[config.mk]
export PLATFORM = sky130hd
export DESIGN_NAME = delayed_attack_sine_lfo_core
export DESIGN_NICKNAME = d
export VERILOG_FILES = /design/src/rtl/dasl_pkg.sv /design/src/rtl/dasl_div.sv /design/src/rtl/dasl_mul.sv /design/src/rtl/delayed_attack_sine_lfo_core.sv
export SDC_FILE = /design/constraint.sdc
export NUM_CORES = 1
export LEC_CHECK = 0
export ABC_AREA = 1
export ABC_CLOCK_PERIOD_IN_PS = 12950
export BUFFER_PORTS_ARGS = -buffer_cell sky130_fd_sc_hd__buf_2
export CAP_MARGIN = 20
export CORE_ASPECT_RATIO = 0.6
export CORE_MARGIN = 8
export CORE_UTILIZATION = 64
export DETAILED_ROUTE_END_ITERATION = 6
export PLACE_DENSITY = 0.81
export REMOVE_ABC_BUFFERS = 1
export SYNTH_ARGS = -nofsm -noshare
export SYNTH_HDL_FRONTEND = slang
export SYNTH_SLANG_ARGS = --single-unit
[constraint.sdc]
create_clock -name clk -period 12.95 [get_ports clk]
set_input_delay 1.295 -clock clk [delete_from_list [all_inputs] [get_ports clk]]
set_output_delay 1.295 -clock clk [all_outputs]
set_load 0.05 [all_outputs]
[src/rtl/dasl_pkg.sv]
// Shared types, constants and the sine table for the delayed-attack sine LFO.
// No dependencies; every other file in rtl/ refers to this package by scoped names.
package dasl_pkg;

  // Input opcodes
  localparam logic [1:0] OP_TICK  = 2'd0;
  localparam logic [1:0] OP_START = 2'd1;
  localparam logic [1:0] OP_STOP  = 2'd2;

  // Configuration register indexes
  localparam logic [2:0] CFG_DELAY  = 3'd0;
  localparam logic [2:0] CFG_ATTACK = 3'd1;
  localparam logic [2:0] CFG_PERIOD = 3'd2;
  localparam logic [2:0] CFG_OFFSET = 3'd3;
  localparam logic [2:0] CFG_END    = 3'd4;

  // Operand widths of the serial units
  localparam int DIV_W   = 17;  // dividend / quotient
  localparam int DVSR_W  = 8;   // divisor
  localparam int MCAND_W = 24;  // elapsed = accum >> 8
  localparam int MPLR_W  = 17;  // rate
  localparam int PROD_W  = 32;  // product, wraps

  localparam logic [DIV_W-1:0] RATE_NUM = 17'h10000;  // 1 << 16

  typedef enum logic [1:0] {
    STG_OFF     = 2'd0,
    STG_DELAY   = 2'd1,
    STG_ATTACK  = 2'd2,
    STG_SUSTAIN = 2'd3
  } stage_t;

  typedef struct packed {
    logic [1:0]  opcode;
    logic [15:0] clocks_passed;
  } in_item_t;

  typedef struct packed {
    logic signed [7:0] lfo_value;
    logic [1:0]        stage_now;
  } out_item_t;

  typedef struct packed {
    logic              start;
    logic [DIV_W-1:0]  dividend;
    logic [DVSR_W-1:0] divisor;
  } div_req_t;

  typedef struct packed {
    logic               start;
    logic [MCAND_W-1:0] mcand;
    logic [MPLR_W-1:0]  mplier;
  } mul_req_t;

  // First quadrant of round(255*sin), 65 points including the peak
  localparam logic [7:0] QUARTER_SINE [65] = '{
    8'd0,   8'd6,   8'd13,  8'd19,  8'd25,  8'd31,  8'd37,  8'd44,
    8'd50,  8'd56,  8'd62,  8'd68,  8'd74,  8'd80,  8'd86,  8'd92,
    8'd98,  8'd103, 8'd109, 8'd115, 8'd120, 8'd126, 8'd131, 8'd136,
    8'd142, 8'd147, 8'd152, 8'd157, 8'd162, 8'd167, 8'd171, 8'd176,
    8'd180, 8'd185, 8'd189, 8'd193, 8'd197, 8'd201, 8'd205, 8'd208,
    8'd212, 8'd215, 8'd219, 8'd222, 8'd225, 8'd228, 8'd231, 8'd233,
    8'd236, 8'd238, 8'd240, 8'd242, 8'd244, 8'd246, 8'd247, 8'd249,
    8'd250, 8'd251, 8'd252, 8'd253, 8'd254, 8'd254, 8'd255, 8'd255,
    8'd255
  };

  // Full-wave sine, two's complement, -255..255
  function automatic logic [8:0] sine_rom(input logic [7:0] idx);
    logic [6:0] r;
    logic [6:0] i;
    logic [8:0] mag;
    r = {1'b0, idx[5:0]};
    i = idx[6] ? (7'd64 - r) : r;
    mag = {1'b0, QUARTER_SINE[i]};
    return idx[7] ? (~mag + 9'd1) : mag;
  endfunction

endpackage

[src/rtl/dasl_div.sv]
// Restoring divider, one quotient bit per cycle.
// Depends on dasl_pkg.
module dasl_div (
  input  logic                        clk,
  input  logic                        rst_n,
  input  dasl_pkg::div_req_t          req,
  output logic                        done,
  output logic [dasl_pkg::DIV_W-1:0]  quot
);

  logic [dasl_pkg::DIV_W-1:0]  dq_r, dq_nxt;
  logic [dasl_pkg::DVSR_W-1:0] rem_r, rem_nxt;
  logic [dasl_pkg::DVSR_W-1:0] dvsr_r, dvsr_nxt;
  logic [4:0]                  cnt_r, cnt_nxt;
  logic                        busy_r, busy_nxt;
  logic                        done_r, done_nxt;
  logic [dasl_pkg::DVSR_W:0]   trial;
  logic                        fits;

  assign trial = {rem_r, dq_r[dasl_pkg::DIV_W-1]};
  assign fits  = trial >= {1'b0, dvsr_r};

  always_comb begin
    dq_nxt   = dq_r;
    rem_nxt  = rem_r;
    dvsr_nxt = dvsr_r;
    cnt_nxt  = cnt_r;
    busy_nxt = busy_r;
    done_nxt = 1'b0;
    if (req.start) begin
      dq_nxt   = req.dividend;
      rem_nxt  = '0;
      dvsr_nxt = req.divisor;
      cnt_nxt  = '0;
      busy_nxt = 1'b1;
    end else if (busy_r) begin
      rem_nxt = fits ? 8'(trial - {1'b0, dvsr_r}) : trial[dasl_pkg::DVSR_W-1:0];
      dq_nxt  = {dq_r[dasl_pkg::DIV_W-2:0], fits};
      cnt_nxt = cnt_r + 5'd1;
      if (cnt_r == 5'(dasl_pkg::DIV_W - 1)) begin
        busy_nxt = 1'b0;
        done_nxt = 1'b1;
      end
    end
  end

  always_ff @(posedge clk) begin
    dq_r   <= dq_nxt;
    rem_r  <= rem_nxt;
    dvsr_r <= dvsr_nxt;
    cnt_r  <= cnt_nxt;
    if (!rst_n) begin
      busy_r <= 1'b0;
      done_r <= 1'b0;
    end else begin
      busy_r <= busy_nxt;
      done_r <= done_nxt;
    end
  end

  assign done = done_r;
  assign quot = dq_r;

endmodule

[src/rtl/dasl_mul.sv]
// Shift-and-add multiplier, one multiplier bit per cycle, product wraps at PROD_W.
// Depends on dasl_pkg.
module dasl_mul (
  input  logic                         clk,
  input  logic                         rst_n,
  input  dasl_pkg::mul_req_t           req,
  output logic                         done,
  output logic [dasl_pkg::PROD_W-1:0]  prod
);

  logic [dasl_pkg::PROD_W-1:0] acc_r, acc_nxt;
  logic [dasl_pkg::PROD_W-1:0] mcand_r, mcand_nxt;
  logic [dasl_pkg::MPLR_W-1:0] mplier_r, mplier_nxt;
  logic [4:0]                  cnt_r, cnt_nxt;
  logic                        busy_r, busy_nxt;
  logic                        done_r, done_nxt;

  always_comb begin
    acc_nxt    = acc_r;
    mcand_nxt  = mcand_r;
    mplier_nxt = mplier_r;
    cnt_nxt    = cnt_r;
    busy_nxt   = busy_r;
    done_nxt   = 1'b0;
    if (req.start) begin
      acc_nxt    = '0;
      mcand_nxt  = {{(dasl_pkg::PROD_W - dasl_pkg::MCAND_W){1'b0}}, req.mcand};
      mplier_nxt = req.mplier;
      cnt_nxt    = '0;
      busy_nxt   = 1'b1;
    end else if (busy_r) begin
      if (mplier_r[0]) acc_nxt = acc_r + mcand_r;
      mcand_nxt  = {mcand_r[dasl_pkg::PROD_W-2:0], 1'b0};
      mplier_nxt = {1'b0, mplier_r[dasl_pkg::MPLR_W-1:1]};
      cnt_nxt    = cnt_r + 5'd1;
      if (cnt_r == 5'(dasl_pkg::MPLR_W - 1)) begin
        busy_nxt = 1'b0;
        done_nxt = 1'b1;
      end
    end
  end

  always_ff @(posedge clk) begin
    acc_r    <= acc_nxt;
    mcand_r  <= mcand_nxt;
    mplier_r <= mplier_nxt;
    cnt_r    <= cnt_nxt;
    if (!rst_n) begin
      busy_r <= 1'b0;
      done_r <= 1'b0;
    end else begin
      busy_r <= busy_nxt;
      done_r <= done_nxt;
    end
  end

  assign done = done_r;
  assign prod = acc_r;

endmodule

[src/rtl/delayed_attack_sine_lfo_core.sv]
// Delayed-attack sine LFO, top level: control sequencer, state and configuration.
// Depends on dasl_pkg, dasl_div and dasl_mul.
//
// One item in, one item out, one item in flight at a time. Start, stop, an
// unknown opcode, and ticks while disabled or in pre-delay pass through the
// execute and finish steps only. A tick in attack or sustain runs a
// bit-serial 17-step division for the rate (65536/period) and a 17-step
// serial multiply for elapsed*rate. A fade-in tick runs a second 17-step
// division for the scale on the shared serial divider. The result sits in an
// output register, so the next item is taken while the previous result waits
// for out_ready; a new result stalls in the last step until that register is
// free. Configuration writes are registered and are meant to happen only
// while no item is in flight.
module delayed_attack_sine_lfo_core (
  input  logic                clk,
  input  logic                rst_n,
  input  logic                in_valid,
  output logic                in_ready,
  input  dasl_pkg::in_item_t  in_data,
  output logic                out_valid,
  input  logic                out_ready,
  output dasl_pkg::out_item_t out_data,
  input  logic                cfg_we,
  input  logic [2:0]          cfg_addr,
  input  logic [7:0]          cfg_wdata
);

  typedef enum logic [2:0] {
    ST_IDLE,
    ST_EXEC,
    ST_RATE,
    ST_MUL,
    ST_SCALE,
    ST_FIN
  } state_t;

  state_t               state_r, state_nxt;
  dasl_pkg::stage_t     stage_r, stage_nxt;
  logic [31:0]          accum_r, accum_nxt;
  logic [7:0]           value_r, value_nxt;
  logic [1:0]           op_r, op_nxt;
  logic [15:0]          passed_r, passed_nxt;
  logic                 neg_r, neg_nxt;
  logic                 out_valid_r, out_valid_nxt;
  dasl_pkg::out_item_t  out_data_r, out_data_nxt;

  logic [7:0] delay_len_r, attack_len_r, period_len_r, phase_offset_r, end_phase_r;

  dasl_pkg::div_req_t           div_req;
  dasl_pkg::mul_req_t           mul_req;
  logic                         div_done, mul_done;
  logic [dasl_pkg::DIV_W-1:0]   div_quot;
  logic [dasl_pkg::PROD_W-1:0]  mul_prod;

  // datapath helpers
  logic [31:0] accum_sum;
  logic [23:0] elapsed;
  logic [23:0] phase_raw;
  logic [7:0]  phase_cl;
  logic [7:0]  rom_idx;
  logic [8:0]  sine_full;
  logic [7:0]  sine_half;
  logic [7:0]  mag;
  logic [15:0] scaled;
  logic [7:0]  quot8;

  dasl_div u_div (
    .clk   (clk),
    .rst_n (rst_n),
    .req   (div_req),
    .done  (div_done),
    .quot  (div_quot)
  );

  dasl_mul u_mul (
    .clk   (clk),
    .rst_n (rst_n),
    .req   (mul_req),
    .done  (mul_done),
    .prod  (mul_prod)
  );

  assign accum_sum = accum_r + {16'b0, passed_r};
  assign elapsed   = accum_r[31:8];

  // phase = (elapsed*rate mod 2^32) >> 8, capped when end_phase is set
  assign phase_raw = mul_prod[31:8];
  assign phase_cl  = (end_phase_r != 8'd0 && phase_raw > {16'b0, end_phase_r}) ?
                     end_phase_r : phase_raw[7:0];
  assign rom_idx   = phase_cl + phase_offset_r;
  assign sine_full = dasl_pkg::sine_rom(rom_idx);
  assign sine_half = sine_full[8:1];  // arithmetic >>1, already within -128..127
  assign mag       = sine_half[7] ? (~sine_half + 8'd1) : sine_half;
  assign scaled    = 16'(mag) * 16'(elapsed[7:0]);
  assign quot8     = div_quot[7:0];

  always_comb begin
    state_nxt     = state_r;
    stage_nxt     = stage_r;
    accum_nxt     = accum_r;
    value_nxt     = value_r;
    op_nxt        = op_r;
    passed_nxt    = passed_r;
    neg_nxt       = neg_r;
    out_valid_nxt = out_valid_r;
    out_data_nxt  = out_data_r;
    div_req       = '0;
    mul_req       = '0;

    if (out_valid_r && out_ready) out_valid_nxt = 1'b0;

    case (state_r)
      ST_IDLE: begin
        if (in_valid) begin
          op_nxt     = in_data.opcode;
          passed_nxt = in_data.clocks_passed;
          state_nxt  = ST_EXEC;
        end
      end
      ST_EXEC: begin
        state_nxt = ST_FIN;
        case (op_r)
          dasl_pkg::OP_START: begin
            stage_nxt = dasl_pkg::STG_DELAY;
            accum_nxt = '0;
            value_nxt = '0;
          end
          dasl_pkg::OP_STOP: begin
            stage_nxt = dasl_pkg::STG_OFF;
            accum_nxt = '0;
            value_nxt = '0;
          end
          dasl_pkg::OP_TICK: begin
            case (stage_r)
              dasl_pkg::STG_OFF: value_nxt = '0;
              dasl_pkg::STG_DELAY: begin
                value_nxt = '0;
                if (accum_sum[31:8] >= {16'b0, delay_len_r}) begin
                  accum_nxt = '0;
                  stage_nxt = dasl_pkg::STG_ATTACK;
                end else begin
                  accum_nxt = accum_sum;
                end
              end
              default: begin
                // attack or sustain: rate = 65536 / period (period 0 acts as 1)
                accum_nxt        = accum_sum;
                div_req.start    = 1'b1;
                div_req.dividend = dasl_pkg::RATE_NUM;
                div_req.divisor  = (period_len_r == 8'd0) ? 8'd1 : period_len_r;
                state_nxt        = ST_RATE;
              end
            endcase
          end
          default: ;  // unknown opcode: state untouched, report as is
        endcase
      end
      ST_RATE: begin
        if (div_done) begin
          mul_req.start  = 1'b1;
          mul_req.mcand  = elapsed;
          mul_req.mplier = div_quot;
          state_nxt      = ST_MUL;
        end
      end
      ST_MUL: begin
        if (mul_done) begin
          if (stage_r == dasl_pkg::STG_ATTACK && elapsed < {16'b0, attack_len_r}) begin
            // fade-in: |v|*elapsed/attack, sign restored afterward
            div_req.start    = 1'b1;
            div_req.dividend = {1'b0, scaled};
            div_req.divisor  = attack_len_r;
            neg_nxt          = sine_half[7];
            state_nxt        = ST_SCALE;
          end else begin
            if (stage_r == dasl_pkg::STG_ATTACK) stage_nxt = dasl_pkg::STG_SUSTAIN;
            value_nxt = sine_half;
            state_nxt = ST_FIN;
          end
        end
      end
      ST_SCALE: begin
        if (div_done) begin
          value_nxt = neg_r ? (~quot8 + 8'd1) : quot8;
          state_nxt = ST_FIN;
        end
      end
      ST_FIN: begin
        if (!out_valid_r || out_ready) begin
          out_valid_nxt          = 1'b1;
          out_data_nxt.lfo_value = value_r;
          out_data_nxt.stage_now = stage_r;
          state_nxt              = ST_IDLE;
        end
      end
      default: state_nxt = ST_IDLE;
    endcase
  end

  always_ff @(posedge clk) begin
    op_r       <= op_nxt;
    passed_r   <= passed_nxt;
    neg_r      <= neg_nxt;
    out_data_r <= out_data_nxt;
    if (!rst_n) begin
      state_r        <= ST_IDLE;
      stage_r        <= dasl_pkg::STG_OFF;
      accum_r        <= '0;
      value_r        <= '0;
      out_valid_r    <= 1'b0;
      delay_len_r    <= 8'd0;
      attack_len_r   <= 8'd0;
      period_len_r   <= 8'd1;
      phase_offset_r <= 8'd0;
      end_phase_r    <= 8'd0;
    end else begin
      state_r     <= state_nxt;
      stage_r     <= stage_nxt;
      accum_r     <= accum_nxt;
      value_r     <= value_nxt;
      out_valid_r <= out_valid_nxt;
      if (cfg_we) begin
        case (cfg_addr)
          dasl_pkg::CFG_DELAY:  delay_len_r    <= cfg_wdata;
          dasl_pkg::CFG_ATTACK: attack_len_r   <= cfg_wdata;
          dasl_pkg::CFG_PERIOD: period_len_r   <= cfg_wdata;
          dasl_pkg::CFG_OFFSET: phase_offset_r <= cfg_wdata;
          dasl_pkg::CFG_END:    end_phase_r    <= cfg_wdata;
          default: ;
        endcase
      end
    end
  end

  assign in_ready  = (state_r == ST_IDLE);
  assign out_valid = out_valid_r;
  assign out_data  = out_data_r;

  // one item in flight: an accept is never followed directly by another
  a_single_accept: assert property (@(posedge clk) disable iff (!rst_n)
    in_valid && in_ready |=> !in_ready)
    else $error("second item accepted while one is in flight");

  // disabled and pre-delay always report a zero output
  a_quiet_stages: assert property (@(posedge clk) disable iff (!rst_n)
    out_valid && (out_data.stage_now == dasl_pkg::STG_OFF ||
                  out_data.stage_now == dasl_pkg::STG_DELAY) |->
    out_data.lfo_value == 8'sd0)
    else $error("nonzero output in disabled or pre-delay stage");

  // the divider only finishes while the sequencer waits for it
  a_div_owner: assert property (@(posedge clk) disable iff (!rst_n)
    div_done |-> state_r == ST_RATE || state_r == ST_SCALE)
    else $error("divider result arrived outside a divide step");

  // the multiplier only finishes while the sequencer waits for it
  a_mul_owner: assert property (@(posedge clk) disable iff (!rst_n)
    mul_done |-> state_r == ST_MUL)
    else $error("multiplier result arrived outside the multiply step");

endmodule

==> results of run 1 <==
## area by class of cell
| type | instances | area share |
|---|---|---|
| multi-input cells | 1624 | 0.530 |
| flip-flops and latches | 243 | 0.310 |
| inverters | 357 | 0.0715 |
| clock buffers | 32 | 0.0379 |
| well taps | 360 | 0.0240 |
| repair buffers | 56 | 0.0203 |
| clock inverters | 12 | 0.00647 |
| diodes | 1 | 0.000133 |
## through the flow
| stage | util | worst slack [ns] | instances | instance area (um2) |
|---|---|---|---|---|
| after detailed placement | 0.672 | 2.79 | 2636 | 17800 |
| after global placement | 0.672 | 3.20 | 2636 | 17800 |
| after global routing | 0.707 | 1.77 | 2684 | 18800 |
| after CTS | 0.703 | 2.77 | 2680 | 18700 |
| final | 0.707 | 2.65 | 2685 | 18800 |
| after floorplan | - | 3.91 | 2224 | 17100 |
## logic make-up after synthesis
logic type | Yosys count | synth area share
adders and majority gates | 179 | 0.146
and+or+nand+nor | 884 | 0.233
DFF | 243 | 0.335
buffers and inverters | 416 | 0.0930
AOI/OAI and AO/OA | 500 | 0.160
xor gates and xnor gates | 61 | 0.0329
## layer usage
layer | wire [um] | vias up
met2 | 19500 | 809
met1 | 22200 | 7257
met4 | 1180 | 4
li1 | - | 7632
met3 | 6320 | 113
met5 | 26 | -
## path summary, 6_finish.rpt
path / start / to / slack [ns] / depth (start not counted)
max: end_phase_r[7] / u_div.quot[15] / 2.65 / 56
max reg2reg: end_phase_r[7] / u_div.quot[15] / 2.65 / 56
min: value_r[2] / out_data[4] / 0.43 / 0
min reg2reg: value_r[2] / out_data[4] / 0.43 / 0
## placed cells by master, fill, tap and decap left out, types with 18 or more instances in the layout
cell type and count:
a21oi_1 190, nor3_1 28, ha_1 139, nand4_1 37, inv_1 342, fa_1 40
edfxtp_1 95, dfxtp_1 148, nor2_1 178, clkbuf_16 25, xor2_1 41, o21ai_0 208
nand3_1 115, buf_2 45, nand2_2 34, xnor2_1 18, nand2_1 405, o21bai_1 27
## registers in the layout, summed over array words and instances, names as in the netlist, 10 cells and up
name	count
passed_r	16
u_mul.mcand_r	32
u_div.quot	17
out_data	10
accum_r	32
u_mul.mplier_r	17
u_mul.prod	32
## power by group
group	leakage (nW)	switching, W	internal [W]
Combinational	6.32	0.000624	0.000278
Clock	0.421	0.000312	0.000427
Sequential	2.09	0.0000429	0.000864
Total	8.83	0.000979	0.00157
==> run_results.csv, run 1 <==
group,metric,value,unit
global_route,grt_usage,0.293,
synth,synth_commonest_cells,"407 x nand2_1, 342 x inv_1, 208 x o21ai_0, 190 x a21oi_1, 179 x nor2_1",
drt,final_antenna_net_count,0,
drt,drcViolationCount,0,
worst_setup_path,crit_fanout,15,
global_route,grtUsageMet2,0.419,
timing,timing.hold.ws,0.426,ns
synth,synth-edff-count,95,
cts,post_cts_resized,0,
worst_setup_path,cp_slowest_cell,"fa_1",
timing,grt_setup_unrepaired,"no",
global_route,antenna_found_initial,3,
floorplan,die_area,32800,um2
floorplan,core_area,26500,um2
min_path,hold_path_class,"reg -> reg",
cts,cts_hold_buf,0,
cts,clockRootBuffer,"clkbuf_16",
timing,period_needed,10.30,ns
power_and_ir_drop,p_leak,8.83,nW
worst_setup_path,cp_num_buf_inv,8,
outcome,status,"finished, final reports clean",
worst_setup_path,crit_path_frequent_cell,"nand2_1",
placement,gp_congestion,0.980,
global_route,grt_busiest_layer,"met1",
synth,synth_most_common_cell,"nand2_1",
drt,vias,15800,
finish,drive_above_1_share,0.0856,
cts,clk_latency,0.55,ns
finish,final_nets,2519,
synth,synth_cell_types,61,
synth,synth_ff_type,"dfxtp_1",
global_route,met3_usage,0.0914,
timing,max_freq,97.1,MHz
global_route,grt_pass1_wl,77.5,mm
cts,post_cts_buffers,0,
worst_setup_path,endpoint_kind,"flip-flop",
timing,worst_pin_slew,0.969,ns
worst_setup_path,arrival,10.60,ns
cts,cts_tree,"yes",
drt,drt_iter0_markers,1806,
cts,htree_levels,1,
synth,synth_area_per_cell,7.61,um2
timing,drv_slew,0,
placement,portBuffers,45,
timing,maxSlewHeadroom,0.353,
run,max-cap-violations,0,
power_and_ir_drop,p_total,0.00255,W
global_route,grt_max_degree,91,
drt,drt-vias-per-instance,5.89,
worst_setup_path,slowest_delay,0.55,ns
synth,synth_area_leaders,"dfxtp_1 17%, edfxtp_1 16%, ha_1 10%",
drt,wirelength,49.2,mm
timing,setup_viol,0,
cts,cts_max_path_buffers,3,
worst_setup_path,path_class,"reg -> reg",
cts,cts.sinks,243,
synth,synth_area,17400,um2
timing,skew,0.0271,ns
finish,multiInputGateArea,9950,um2
global_route,grt-ovfl-total,0,
drt,drt-pass1-iter-count,6,
placement,dpl.hpwl,37.9,mm
timing,period_share,0.795,
floorplan,die_h,144,um
cts,cts_made_buffers,24,
floorplan,floorplan.initialDensity,0.654,
finish,area.growth.synth_to_final,8.09,%
synth,synth-async-reset-ratio,0,
synth,yosysSeqAreaShare,0.335,
timing,hold_viol_final,0,
global_route,gr-usage-met1,0.424,
floorplan,ios,46,
worst_setup_path,worstPathRequired,13.25,ns
synth,syn_inst,2283,
synth,synth_top_cell_by_area,"dfxtp_1",
finish,area.sequential,5820,um2
floorplan,rows,46,
power_and_ir_drop,irDropWorstVdd,0.000158,V
synth,yosysTopAreaCellShare,0.171,
synth,ys_seq_elements,243,
worst_setup_path,crit_path_start_kind,"flip-flop",
global_route,grt_pass1_vias,14600,
worst_setup_path,critPathTopFamily,"adder cells",
power_and_ir_drop,powerDensity,136,nW/um2
finish,nFillCells,2194,
drt,wl_per_cell,18.3,um
synth,yosys_warnings,0,
cts,path_clk_slew,0.07,ns
timing,fin_setup_tns,0,ns
floorplan,die_x,229,um
No activity file was read; power rests on OpenSTA's default activity.
==> inputs of run 2 (changes only) <==
- ABC_AREA: 1 -> 0
- ABC_CLOCK_PERIOD_IN_PS: 12950 -> 9300
- CORE_UTILIZATION: 64 -> 58
- PLACE_DENSITY: 0.81 -> 0.78
- clock period: 12.95 -> 9.3 ns (I/O delays scaled with it)
==> run_results.csv, run 2 <==
group,metric,value,unit
outcome,status,"finished, violations left",
outcome,violations,"setup timing",
synth,synth_cell_types,98,
synth,yosysTopAreaCellShare,0.168,
cts,cts_tree,"yes",
power_and_ir_drop,p_leak,9.52,nW
finish,multiInputGateArea,12000,um2
global_route,grt_pass1_vias,15700,
worst_setup_path,crit_fanout,7,
cts,cts.sinks,243,
synth,synth_top_cell_by_area,"dfxtp_1",
timing,worst_pin_slew,1.05,ns
timing,maxSlewHeadroom,0.297,
synth,synth_area_per_cell,8.64,um2
timing,grt_setup_unrepaired,"yes",
worst_setup_path,arrival,10.32,ns
cts,clockRootBuffer,"clkbuf_16",
worst_setup_path,endpoint_kind,"flip-flop",
synth,synth-edff-count,95,
timing,drv_slew,0,
finish,area.sequential,5820,um2
synth,synth_most_common_cell,"nand2_1",
drt,wl_per_cell,20.1,um
worst_setup_path,crit_path_frequent_cell,"inv_2",
synth,yosysSeqAreaShare,0.330,
finish,final_common_cell,"nand2_1",
floorplan,die_h,151,um
timing,max_freq,99.6,MHz
drt,wirelength,54.8,mm
placement,portBuffers,45,
global_route,grt-ovfl-total,0,
synth,ys_seq_elements,243,
synth,syn_inst,2040,
timing,hold_viol_final,0,
drt,drt_iter0_markers,1874,
run,max-cap-violations,0,
cts,path_clk_slew,0.07,ns
finish,area.growth.synth_to_final,25.6,%
synth,synth_ff_type,"dfxtp_1",
placement,gp_congestion,0.969,
drt,vias,16600,
cts,htree_levels,1,
drt,drt-vias-per-instance,6.11,
cts,clk_latency,0.55,ns
worst_setup_path,crit_path_start_kind,"flip-flop",
synth,synth_area,17600,um2
power_and_ir_drop,irDropWorstVdd,0.000139,V
min_path,hold_path_class,"reg -> reg",
synth,synth_area_leaders,"dfxtp_1 17%, edfxtp_1 16%, ha_1 9.9%",
finish,diodes,0,
cts,cts_made_buffers,24,
floorplan,die_area,36400,um2
drt,drcViolationCount,0,
floorplan,die_x,241,um
drt,final_antenna_net_count,0,
synth,synth_commonest_cells,"330 x nand2_1, 148 x dfxtp_1, 139 x ha_1, 126 x inv_1, 124 x a21oi_1",
power_and_ir_drop,p_total,0.00299,W
power_and_ir_drop,powerDensity,135,nW/um2
timing,fin_setup_tns,-3.46,ns
global_route,grt_pass1_wl,84.7,mm
floorplan,ios,46,
finish,drive_above_1_share,0.242,
timing,period_needed,10.04,ns
synth,synth-async-reset-ratio,0,
global_route,grt_max_degree,72,
floorplan,rows,49,
global_route,antenna_found_initial,1,
worst_setup_path,cp_slowest_cell,"fa_1",
timing,finalWorstSetupSlack,-0.740,ns
timing,setup_viol,8,
global_route,grt_usage,0.290,
worst_setup_path,path_class,"reg -> reg",
synth,yosys_warnings,0,
worst_setup_path,slowest_delay,0.61,ns
cts,cts_max_path_buffers,3,
timing,skew,0.0292,ns
floorplan,floorplan.initialDensity,0.589,
finish,nFillCells,2168,
finish,final_nets,2510,
placement,dpl.hpwl,39.3,mm
finish,post-route-util,0.740,
floorplan,core_area,29900,um2
finish,final_cell_mix,"328 x nand2_1, 256 x buf_4, 143 x dfxtp_1, 118 x ha_1, 111 x inv_1",
drt,drt-pass1-iter-count,6,
worst_setup_path,worstPathRequired,9.58,ns
timing,period_share,1.08,
==> run 2: cell type report <==
type                    count  area share
multi-input cells        1572       0.540
flip-flops and latches    243       0.263
repair buffers            329       0.115
clock buffers              33      0.0305
well taps                 408      0.0231
inverters                 127      0.0220
clock inverters            11     0.00667
==> run 2: critical path, delay by kind of cell (launching register included) <==
family	cells	cell delay, ns
AO/OA/AOI/OAI	20	3.36
adder cells (fa/ha/maj)	7	2.93
buffers and inverters	12	1.23
AND/OR/NAND/NOR	5	1.22
multiplexers	1	0.36
flip-flops	1	0.34
XOR/XNOR	2	0.30
==> run 2: layer usage <==
| layer | track usage | vias to the layer above | part of all wire | wire length, um |
|---|---|---|---|---|
| li1 | - | 7737 | - | - |
| met1 | 0.436 | 7997 | 0.46 | 25100 |
| met2 | 0.419 | 802 | 0.41 | 22700 |
| met3 | 0.0703 | 103 | 0.11 | 5960 |
| met4 | 0.0496 | 2 | 0.019 | 1060 |
| met5 | 0 | - | 0.00020 | 11 |
==> run 2: final timing paths <==
| check | cells after the start | end | slack (ns) | from |
|---|---|---|---|---|
| max | 47 | u_div.quot[14] | -0.74 | end_phase_r[5] |
| min | 0 | out_data[6] | 0.43 | value_r[4] |
| max reg2reg | 47 | u_div.quot[14] | -0.74 | end_phase_r[5] |
| min reg2reg | 0 | out_data[6] | 0.43 | value_r[4] |
==> run 2: cell families (layout without fill, tap and decap cells) <==
logic type	count (synthesis)	after routing	share of synthesized area
AND/OR/NAND/NOR	754	754	0.204
multiplexers	42	42	0.0246
adder cells (fa/ha/maj)	180	180	0.145
XOR/XNOR	96	96	0.0509
flip-flops	243	243	0.330
buffers and inverters	225	500	0.0496
AO/OA/AOI/OAI	500	500	0.197
==> run 2: timing repair <==
item | 4_1_cts | 5_1_grt
setup endpoints to repair | 10 | 10
hold buffers | 0 | 0
endpoints found under the hold margin | 0 | 0
gates cloned | 0 | 0
setup buffers | 37 | 14
pin swaps | 94 | 70
resized for setup | 138 | 83
==> run 2: report_power, final <==
group          total, W  internal (W)  switching (W)
combinational  0.000735      0.000334       0.000401
sequential      0.00122       0.00116      0.0000529
clock           0.00104      0.000596       0.000443
total           0.00299       0.00209       0.000896
==> run 2: stage by stage <==
step	area [um2]	hold WS (ns)	cells	setup WS (ns)
2_1_floorplan	17200	0.403	1942	-1.63
4_1_cts	21700	0.424	2712	-0.456
3_3_place_gp	19800	0.413	2633	-0.667
3_5_place_dp	19800	0.409	2634	-1.12
6_report	22100	0.427	2723	-0.740
5_1_grt	22100	0.429	2723	-0.972
